## config.mk

```make
export PLATFORM = sky130hd
export DESIGN_NAME = tilt_activity_intensity_meter
export DESIGN_NICKNAME = d
export VERILOG_FILES = /design/src/rtl/tam_pkg.sv /design/src/rtl/tilt_activity_intensity_meter.sv /design/src/rtl/tam_hist_cell.sv /design/src/rtl/tam_window.sv
export SDC_FILE = /design/constraint.sdc
export NUM_CORES = 1
export LEC_CHECK = 0
export BUFFER_PORTS_ARGS = -buffer_cell sky130_fd_sc_hd__buf_2
export CAP_MARGIN = 30
export CORE_MARGIN = 1
export CORE_UTILIZATION = 60
export DETAILED_ROUTE_END_ITERATION = 10
export PLACE_DENSITY_LB_ADDON = 0.05
export SYNTH_ARGS = -nofsm -noshare
export SYNTH_HDL_FRONTEND = slang
export SYNTH_SLANG_ARGS = --single-unit
```

## constraint.sdc

```tcl
create_clock -name clk -period 7.1 [get_ports clk]
set_clock_uncertainty 0.05 [all_clocks]
set_input_delay 1.42 -clock clk [delete_from_list [all_inputs] [get_ports clk]]
set_output_delay 1.42 -clock clk [all_outputs]
set_load 0.02 [all_outputs]
```

## src/rtl/tam_pkg.sv

```systemverilog
// ----------------------------------------------------------------------------
// tam_pkg
// Shared types, constants and the colour table of the tilt activity meter.
// ----------------------------------------------------------------------------
`default_nettype none

package tam_pkg;

  localparam int HISTORY_DEPTH = 10;

  localparam int CNT_W      = 16;
  localparam int LVL_W      = 2;
  localparam int GRADE_W    = 3;
  localparam int DUTY_W     = 7;
  localparam int TALLY_W    = 4;
  localparam int LIMIT_W    = 4;
  localparam int CFG_IDX_W  = 3;
  localparam int CFG_DATA_W = 16;
  localparam int NUM_LVL    = 4;

  localparam int IN_TDATA_W  = 8;
  localparam int OUT_TDATA_W = 48;

  typedef enum logic [LVL_W-1:0] {
    LVL_NONE   = 2'd0,
    LVL_LOW    = 2'd1,
    LVL_MEDIUM = 2'd2,
    LVL_HIGH   = 2'd3
  } level_t;

  typedef enum logic [GRADE_W-1:0] {
    GRADE_F = 3'd0,
    GRADE_E = 3'd1,
    GRADE_D = 3'd2,
    GRADE_C = 3'd3,
    GRADE_B = 3'd4,
    GRADE_A = 3'd5
  } grade_t;

  // configuration register indexes
  localparam logic [CFG_IDX_W-1:0] REG_SAMPLES_PER_WINDOW = 3'd0;
  localparam logic [CFG_IDX_W-1:0] REG_LOW_THRESHOLD      = 3'd1;
  localparam logic [CFG_IDX_W-1:0] REG_MEDIUM_THRESHOLD   = 3'd2;
  localparam logic [CFG_IDX_W-1:0] REG_HIGH_THRESHOLD     = 3'd3;
  localparam logic [CFG_IDX_W-1:0] REG_FEW_LIMIT          = 3'd4;
  localparam logic [CFG_IDX_W-1:0] REG_MANY_LIMIT         = 3'd5;

  localparam logic [CNT_W-1:0]   RST_SAMPLES_PER_WINDOW = 16'd1000;
  localparam logic [CNT_W-1:0]   RST_LOW_THRESHOLD      = 16'd10;
  localparam logic [CNT_W-1:0]   RST_MEDIUM_THRESHOLD   = 16'd100;
  localparam logic [CNT_W-1:0]   RST_HIGH_THRESHOLD     = 16'd200;
  localparam logic [LIMIT_W-1:0] RST_FEW_LIMIT          = 4'd3;
  localparam logic [LIMIT_W-1:0] RST_MANY_LIMIT         = 4'd6;

  typedef struct packed {
    logic             last;   // this item closes the window
    logic [CNT_W-1:0] count;  // changes including this item
  } win_stat_t;

  typedef struct packed {
    logic [DUTY_W-1:0] red;
    logic [DUTY_W-1:0] green;
    logic [DUTY_W-1:0] blue;
  } duty_rgb_t;

  function automatic duty_rgb_t grade_colour(input grade_t g);
    duty_rgb_t c;
    unique case (g)
      GRADE_F: c = '{red: 7'd100, green: 7'd0,   blue: 7'd0};
      GRADE_E: c = '{red: 7'd100, green: 7'd10,  blue: 7'd0};
      GRADE_D: c = '{red: 7'd100, green: 7'd30,  blue: 7'd0};
      GRADE_C: c = '{red: 7'd0,   green: 7'd100, blue: 7'd0};
      GRADE_B: c = '{red: 7'd0,   green: 7'd100, blue: 7'd80};
      GRADE_A: c = '{red: 7'd0,   green: 7'd0,   blue: 7'd100};
      default: c = '{red: 7'd100, green: 7'd0,   blue: 7'd0};
    endcase
    return c;
  endfunction

endpackage

`default_nettype wire

```

## src/rtl/tilt_activity_intensity_meter.sv

```systemverilog
// ----------------------------------------------------------------------------
// tilt_activity_intensity_meter
// Counts tilt changes per window, grades them and rates recent activity.
// ----------------------------------------------------------------------------
// Usage:
//   in_*   : one tilt sample per item, in_tdata[0].
//   out_*  : one result item at the end of every window of samples_per_window
//            items (0 acts as 1); no result for the other items.
//   cfg_*  : register writes, always ready, index 0..5, others ignored.
// Timing: the result of the item that closes a window is on out_* in the cycle
//   after that item is accepted. Throughput is one item per cycle while no
//   closing item waits on a stalled receiver; the window counter updates as an
//   item is taken, the history chain and the tally as a closing item is taken.
// The level history is a chain of HISTORY_DEPTH cells shifting at each window
//   end; the last cell gives the level that leaves the tally.
// Reset (rst_n low, synchronous) loads the register defaults, clears the
//   counters, fills the history with none and empties the output register.
// When the receiver stalls, items that do not close a window are still taken;
//   only an item that would close a window waits for the output register.
// ----------------------------------------------------------------------------
`default_nettype none

module tilt_activity_intensity_meter
  import tam_pkg::*;
(
  input  wire logic                   clk,
  input  wire logic                   rst_n,
  // input items
  input  wire logic                   in_tvalid,
  output logic                        in_tready,
  input  wire logic [IN_TDATA_W-1:0]  in_tdata,   // [0] tilt_sample, [7:1] zero
  // result items
  output logic                        out_tvalid,
  input  wire logic                   out_tready,
  // [15:0] activation_count, [17:16] activity_level, [20:18] intensity_grade,
  // [27:21] red_duty, [34:28] green_duty, [41:35] blue_duty, [47:42] zero
  output logic [OUT_TDATA_W-1:0]      out_tdata,
  // configuration writes
  input  wire logic                   cfg_valid,
  output logic                        cfg_ready,
  input  wire logic [CFG_IDX_W-1:0]   cfg_index,
  input  wire logic [CFG_DATA_W-1:0]  cfg_data
);

  // configuration registers
  logic [CNT_W-1:0]   samples_r;
  logic [CNT_W-1:0]   low_thr_r;
  logic [CNT_W-1:0]   med_thr_r;
  logic [CNT_W-1:0]   high_thr_r;
  logic [LIMIT_W-1:0] few_r;
  logic [LIMIT_W-1:0] many_r;

  assign cfg_ready = 1'b1;

  always_ff @(posedge clk) begin
    if (!rst_n) begin
      samples_r  <= RST_SAMPLES_PER_WINDOW;
      low_thr_r  <= RST_LOW_THRESHOLD;
      med_thr_r  <= RST_MEDIUM_THRESHOLD;
      high_thr_r <= RST_HIGH_THRESHOLD;
      few_r      <= RST_FEW_LIMIT;
      many_r     <= RST_MANY_LIMIT;
    end else if (cfg_valid && cfg_ready) begin
      unique case (cfg_index)
        REG_SAMPLES_PER_WINDOW: samples_r  <= cfg_data;
        REG_LOW_THRESHOLD:      low_thr_r  <= cfg_data;
        REG_MEDIUM_THRESHOLD:   med_thr_r  <= cfg_data;
        REG_HIGH_THRESHOLD:     high_thr_r <= cfg_data;
        REG_FEW_LIMIT:          few_r      <= cfg_data[LIMIT_W-1:0];
        REG_MANY_LIMIT:         many_r     <= cfg_data[LIMIT_W-1:0];
        default: ;
      endcase
    end
  end

  // handshake
  logic      in_accept;
  logic      window_end;
  win_stat_t stat;
  logic      out_valid_r;

  assign in_tready  = !stat.last || !out_valid_r || out_tready;
  assign in_accept  = in_tvalid && in_tready;
  assign window_end = in_accept && stat.last;

  tam_window u_window (
    .clk                (clk),
    .rst_n              (rst_n),
    .accept             (in_accept),
    .tilt               (in_tdata[0]),
    .samples_per_window (samples_r),
    .stat               (stat)
  );

  // grading, high threshold first
  level_t lvl_new;

  always_comb begin
    if (stat.count >= high_thr_r) begin
      lvl_new = LVL_HIGH;
    end else if (stat.count >= med_thr_r) begin
      lvl_new = LVL_MEDIUM;
    end else if (stat.count >= low_thr_r) begin
      lvl_new = LVL_LOW;
    end else begin
      lvl_new = LVL_NONE;
    end
  end

  // history chain
  level_t hist [HISTORY_DEPTH+1];
  level_t lvl_old;

  assign hist[0] = lvl_new;
  assign lvl_old = hist[HISTORY_DEPTH];

  for (genvar i = 0; i < HISTORY_DEPTH; i++) begin : g_hist
    tam_hist_cell u_cell (
      .clk       (clk),
      .rst_n     (rst_n),
      .shift_en  (window_end),
      .level_in  (hist[i]),
      .level_out (hist[i+1])
    );
  end

  // level tally, updated incrementally
  logic [TALLY_W-1:0] tally_r   [NUM_LVL];
  logic [TALLY_W-1:0] tally_nxt [NUM_LVL];

  always_comb begin
    for (int k = 0; k < NUM_LVL; k++) begin
      tally_nxt[k] = tally_r[k];
      if ((lvl_old == level_t'(k)) && (tally_r[k] != '0)) begin
        tally_nxt[k] = tally_nxt[k] - TALLY_W'(1);
      end
      if (lvl_new == level_t'(k)) begin
        tally_nxt[k] = tally_nxt[k] + TALLY_W'(1);
      end
    end
  end

  always_ff @(posedge clk) begin
    if (!rst_n) begin
      for (int k = 0; k < NUM_LVL; k++) begin
        tally_r[k] <= (k == int'(LVL_NONE)) ? TALLY_W'(HISTORY_DEPTH) : '0;
      end
    end else if (window_end) begin
      for (int k = 0; k < NUM_LVL; k++) begin
        tally_r[k] <= tally_nxt[k];
      end
    end
  end

  // intensity from the updated tally, later rules win
  grade_t    grade;
  duty_rgb_t colour;

  always_comb begin
    grade = GRADE_F;
    if (tally_nxt[LVL_LOW]    >= few_r)  grade = GRADE_E;
    if (tally_nxt[LVL_LOW]    >= many_r) grade = GRADE_D;
    if (tally_nxt[LVL_MEDIUM] >= few_r)  grade = GRADE_C;
    if (tally_nxt[LVL_MEDIUM] >= many_r) grade = GRADE_B;
    if (tally_nxt[LVL_HIGH]   >= many_r) grade = GRADE_A;
    colour = grade_colour(grade);
  end

  // output register
  logic [CNT_W-1:0] out_count_r;
  level_t           out_level_r;
  grade_t           out_grade_r;
  duty_rgb_t        out_colour_r;

  always_ff @(posedge clk) begin
    if (!rst_n) begin
      out_valid_r <= 1'b0;
    end else if (window_end) begin
      out_valid_r <= 1'b1;
    end else if (out_tready) begin
      out_valid_r <= 1'b0;
    end
  end

  always_ff @(posedge clk) begin
    if (window_end) begin
      out_count_r  <= stat.count;
      out_level_r  <= lvl_new;
      out_grade_r  <= grade;
      out_colour_r <= colour;
    end
  end

  assign out_tvalid = out_valid_r;
  assign out_tdata  = {6'd0, out_colour_r.blue, out_colour_r.green, out_colour_r.red,
                       out_grade_r, out_level_r, out_count_r};

  // tally entries always add up to the history depth
  logic [TALLY_W+1:0] tally_sum;
  assign tally_sum = (TALLY_W+2)'(tally_r[0]) + (TALLY_W+2)'(tally_r[1])
                   + (TALLY_W+2)'(tally_r[2]) + (TALLY_W+2)'(tally_r[3]);

  a_tally_sum: assert property (@(posedge clk) disable iff (!rst_n)
    tally_sum == (TALLY_W+2)'(HISTORY_DEPTH))
    else $error("level tally does not sum to history depth");

  a_window_result: assert property (@(posedge clk) disable iff (!rst_n)
    window_end |=> out_valid_r)
    else $error("window end did not load a result");

  a_stall_only_on_end: assert property (@(posedge clk) disable iff (!rst_n)
    !in_tready |-> (out_valid_r && stat.last && !out_tready))
    else $error("input stalled without a pending window end");

  a_grade_range: assert property (@(posedge clk) disable iff (!rst_n)
    out_valid_r |-> (out_grade_r <= GRADE_A))
    else $error("intensity grade out of range");

endmodule

`default_nettype wire

```

## src/rtl/tam_hist_cell.sv

```systemverilog
// ----------------------------------------------------------------------------
// tam_hist_cell
// One slot of the level history chain; passes its level on at each window end.
// ----------------------------------------------------------------------------
`default_nettype none

module tam_hist_cell
  import tam_pkg::*;
(
  input  wire logic   clk,
  input  wire logic   rst_n,
  input  wire logic   shift_en,
  input  wire level_t level_in,
  output level_t      level_out
);

  level_t level_r;

  always_ff @(posedge clk) begin
    if (!rst_n) begin
      level_r <= LVL_NONE;
    end else if (shift_en) begin
      level_r <= level_in;
    end
  end

  assign level_out = level_r;

endmodule

`default_nettype wire

```

## src/rtl/tam_window.sv

```systemverilog
// ----------------------------------------------------------------------------
// tam_window
// Window tick counter and saturating change counter of the tilt level.
// ----------------------------------------------------------------------------
`default_nettype none

module tam_window
  import tam_pkg::*;
(
  input  wire logic             clk,
  input  wire logic             rst_n,
  input  wire logic             accept,
  input  wire logic             tilt,
  input  wire logic [CNT_W-1:0] samples_per_window,
  output win_stat_t             stat
);

  logic             prev_tilt_r;
  logic [CNT_W-1:0] tick_r;
  logic [CNT_W-1:0] change_r;

  logic [CNT_W-1:0] win_eff;
  logic             change;
  logic             bump;

  always_comb begin
    win_eff   = (samples_per_window == '0) ? CNT_W'(1) : samples_per_window;
    // first sample of a window only loads the reference level
    change    = (tick_r != '0) && (tilt != prev_tilt_r);
    bump      = change && (change_r != '1);
    stat.count = change_r + CNT_W'(bump);
    stat.last  = ({1'b0, tick_r} + (CNT_W+1)'(1)) >= {1'b0, win_eff};
  end

  always_ff @(posedge clk) begin
    if (!rst_n) begin
      prev_tilt_r <= 1'b0;
      tick_r      <= '0;
      change_r    <= '0;
    end else if (accept) begin
      prev_tilt_r <= tilt;
      if (stat.last) begin
        tick_r   <= '0;
        change_r <= '0;
      end else begin
        tick_r   <= tick_r + CNT_W'(1);
        change_r <= stat.count;
      end
    end
  end

endmodule

`default_nettype wire

```

==> impl_metrics.prom <==
# TYPE chip_impl_metric gauge
chip_impl_metric{name="gp_routability_congestion",unit=""} 0.873
chip_impl_metric{name="power-per-cell-area",unit="nW/µm²"} 199
chip_impl_metric{name="critPathArrivalTime",unit="ns"} 6.77
chip_impl_metric{name="total_of_buffers_placed_on_input_and_output_ports",unit=""} 60
chip_impl_metric{name="latest_clock_arrival_within_the_worst_skew_pair",unit="ns"} 0.43
chip_impl_metric{name="cell_count_after_synthesis",unit=""} 1094
chip_impl_info{name="critical_path_cell_with_the_highest_stage_delay",value="xor2_1"} 1
chip_impl_info{name="clockRootBuffer",value="clkbuf_16"} 1
chip_impl_metric{name="finalPower",unit="W"} 0.00206
chip_impl_metric{name="pin_count_of_the_biggest_net_entering_global_routing",unit=""} 66
chip_impl_metric{name="die-area",unit="µm²"} 15900
chip_impl_metric{name="cts.sink_count",unit=""} 166
chip_impl_metric{name="finalWirelength",unit="mm"} 21.6
chip_impl_metric{name="die-height",unit="µm"} 126
chip_impl_info{name="regToRegStartpoint",value="u_window.tick_r[0]"} 1
chip_impl_metric{name="cts_inserted_buffers",unit=""} 17
chip_impl_metric{name="drt_drc_violations_left",unit=""} 0
chip_impl_metric{name="timing.final.hold_violations",unit=""} 0
chip_impl_metric{name="floorplan.core_area",unit="µm²"} 14800
chip_impl_metric{name="drv_cap",unit=""} 0
chip_impl_metric{name="maxClockFrequency",unit="MHz"} 151
chip_impl_metric{name="global_route_wire_length_before_repair",unit="mm"} 34.9
chip_impl_metric{name="post_synth_num_cell_types",unit=""} 58
chip_impl_metric{name="post_cts_resize_count",unit=""} 0
chip_impl_info{name="setup_repair_after_global_routing_missed_its_margin",value="false"} 1
chip_impl_metric{name="final_antenna_net_count",unit=""} 0
chip_impl_metric{name="die_width",unit="µm"} 126
chip_impl_metric{name="postSynthAreaPerCell",unit="µm²"} 8.44
chip_impl_info{name="cts_tree",value="done"} 1
chip_impl_metric{name="final.fill_count",unit=""} 1202
chip_impl_metric{name="first_global_vias",unit=""} 7024
chip_impl_info{name="layout.cells.most_common_list",value="204 x nand2_1, 126 x dfxtp_1, 115 x a21oi_1"} 1
chip_impl_metric{name="asyncSetResetFlopFracSynth",unit="%"} 0
chip_impl_info{name="hp-start",value="g_hist[2].u_cell.level_out[0]"} 1
chip_impl_metric{name="hpwl",unit="mm"} 15.7
chip_impl_metric{name="final_slew_viol_count",unit=""} 0
chip_impl_metric{name="reg2reg_slack",unit="ns"} 0.83
chip_impl_info{name="min_to",value="g_hist[3].u_cell.level_out[0]"} 1
chip_impl_metric{name="grt_antenna_before_repair",unit=""} 0
chip_impl_metric{name="yosysWarnings",unit=""} 0
chip_impl_metric{name="max-clock-path-buffers",unit=""} 2
chip_impl_metric{name="worst_hold_path.num_cells",unit=""} 2
chip_impl_metric{name="leakagePower",unit="nW"} 4.38
chip_impl_metric{name="worst_hold_slack",unit="ns"} 0.399
chip_impl_metric{name="detail_route.wl_per_cell",unit="µm"} 16.0
chip_impl_metric{name="r2r.worst_path.cells",unit=""} 30
chip_impl_metric{name="cts_post_setup_buffers_inserted",unit=""} 0
chip_impl_metric{name="antenna-diode-count",unit=""} 0
chip_impl_metric{name="count_of_flip_flops_with_a_built_in_enable_after_synthesis",unit=""} 40
chip_impl_metric{name="worst-endpoint-required",unit="ns"} 7.23
chip_impl_metric{name="syn_to_final_growth",unit="%"} 11.8
chip_impl_info{name="worst_r2r_endpoint",value="out_grade_r[0]"} 1
chip_impl_info{name="final_common_cell",value="nand2_1"} 1
chip_impl_metric{name="clk_pin_slew_worst_paths",unit="ns"} 0.06
chip_impl_info{name="setup.worst_path.end_class",value="flip-flop"} 1
chip_impl_metric{name="max-slew-margin-rel",unit="%"} 51.2
chip_impl_metric{name="placedCellCount",unit=""} 1321
chip_impl_metric{name="dr_total_vias",unit=""} 7649
chip_impl_info{name="yosys_most_used_dff",value="dfxtp_1"} 1
chip_impl_metric{name="mapped_area",unit="µm²"} 9230
chip_impl_metric{name="io_pins",unit=""} 83
chip_impl_metric{name="worstMarginPinSlew",unit="ns"} 0.732
chip_impl_metric{name="initial_utilization",unit="%"} 62.6
chip_impl_metric{name="layout.nets",unit=""} 1282
chip_impl_metric{name="grt.total_usage",unit="%"} 28.1
chip_impl_metric{name="grt_remaining_overflow",unit=""} 0
chip_impl_metric{name="fin_tns_setup",unit="ns"} 0
chip_impl_metric{name="postLayoutCoreUtil",unit="%"} 69.9
chip_impl_metric{name="crit_fanout",unit=""} 7
chip_impl_metric{name="drt-initial-drc-count",unit=""} 492
chip_impl_info{name="worstSetupStartpointType",value="input port"} 1
chip_impl_info{name="min_path_type",value="reg2reg"} 1
chip_impl_metric{name="placementRows",unit=""} 44
chip_impl_metric{name="synth-seq-area-share",unit="%"} 40.3
chip_impl_info{name="status",value="completed"} 1
chip_impl_metric{name="cts-htree-levels",unit=""} 4
chip_impl_metric{name="setup_viol_count_final",unit=""} 0
chip_impl_metric{name="final_instance_count_without_filler_cells",unit=""} 1353
chip_impl_metric{name="hold_buffers",unit=""} 0
chip_impl_metric{name="final.period_utilization",unit="%"} 93.4
chip_impl_metric{name="drive_gt1_share",unit="%"} 11.2
chip_impl_info{name="timing.setup.critical_path_class",value="in2reg"} 1
chip_impl_metric{name="drt-pass1-iter-count",unit=""} 5
chip_impl_metric{name="final_period_minus_worst_setup_slack",unit="ns"} 6.63
chip_impl_metric{name="synth-seq-cells",unit=""} 166
chip_impl_metric{name="irDropWorstVdd",unit="mV"} 0.184
chip_impl_metric{name="cp_slowest_stage_delay",unit="ns"} 0.32
chip_impl_metric{name="detail_route.vias_per_cell",unit=""} 5.65
-- cells in the mapped netlist, types with 4 or more instances --
cell type	count	share of area, %
nor2_1	55	2.2
o31ai_1	11	0.89
nand2b_1	15	1.0
a21o_1	23	1.9
mux2i_1	9	0.98
clkbuf_1	30	1.2
nand2_1	204	8.3
nor2b_1	7	0.47
buf_4	21	1.7
edfxtp_1	40	13
nand4_1	13	0.88
or2_2	4	0.27
xnor2_1	28	2.7
dfxtp_1	126	27
a31oi_1	4	0.27
o2111ai_1	4	0.38
o211ai_1	18	1.5
and2_1	7	0.47
or3_1	7	0.47
o21ai_0	32	1.7
nor3_1	11	0.60
nand3_1	39	2.1
xor2_1	14	1.3
buf_2	8	0.43
and3_1	9	0.61
a21oi_1	115	6.2
nor4_1	7	0.47
inv_1	92	3.7
a2111oi_0	5	0.47
ha_1	94	13
-- cells by family after synthesis --
group / count (synthesis) / share of synthesized area (%)
AO/OA/AOI/OAI: 235 / 15.4
XOR/XNOR: 42 / 3.99
adder cells (fa/ha/maj): 94 / 12.7
buffers and inverters: 154 / 7.24
flip-flops: 166 / 40.3
multiplexers: 12 / 1.34
other: 2 / 0.0814
AND/OR/NAND/NOR: 389 / 18.9
-- per-stage QoR --
stage | area, µm² | setup WS (ns)
global placement | 9720 | 0.292
detailed placement | 9730 | 0.188
floorplan | 9280 | 0.413
CTS | 10300 | 0.576
global route | 10300 | 0.0869
finish | 10300 | 0.467
-- flip-flops by register name (all words and copies together), names as in the netlist, 2 cells and up --
| signal | flops |
|---|---|
| few_r | 4 |
| out_grade_r | 3 |
| samples_r | 16 |
| high_thr_r | 16 |
| med_thr_r | 16 |
| u_window.change_r | 16 |
| many_r | 4 |
| out_count_r | 16 |
| g_hist.u_cell.level_out | 20 |
| low_thr_r | 16 |
| out_tdata | 7 |
| tally_r | 12 |
| u_window.tick_r | 16 |
| out_level_r | 2 |
-- critical path: cells and delay by family --
kind / cells / cell delay [ns]
XOR/XNOR: 2 / 0.47
AND/OR/NAND/NOR: 9 / 1.54
AO/OA/AOI/OAI: 10 / 1.91
buffers and inverters: 4 / 0.56
adder cells (fa/ha/maj): 4 / 0.83
-- metal layers --
metal  global-route usage, %  part of all wire [%]
met1                    37.1                    46
met2                    46.2                    47
met4                    10.4                   2.6
met3                    5.01                   3.8
met5                       0                     0
-- worst max-delay path by stage --
stage                startpoint        endpoint  depth (start not counted)
detailed placement  in_tdata[0]  out_grade_r[0]                         29
finish              in_tdata[0]  out_grade_r[0]                         29
global route        in_tdata[0]  out_grade_r[0]                         29
global placement    in_tdata[0]  out_grade_r[0]                         29
floorplan           in_tdata[0]  out_grade_r[0]                         27
CTS                 in_tdata[0]  out_grade_r[0]                         29
-- where the power goes --
group          total [W]  internal [W]  switching (W)
Combinational   0.000134     0.0000444      0.0000895
Clock           0.000934      0.000549       0.000385
Sequential      0.000988      0.000979     0.00000903
Total            0.00206       0.00157       0.000483
-- area by class of cell --
type                            count  area [µm²]  share of cell area, %
Tap cell                          184         230                   2.23
Clock buffer                       18         429                   4.16
Timing Repair Buffer               91         537                   5.20
Multi-Input combinational cell    787        4890                   47.4
Inverter                           93         349                   3.38
Clock inverter                     14         160                   1.55
Sequential cell                   166        3720                   36.1
No activity file was read; power rests on OpenSTA's default activity.
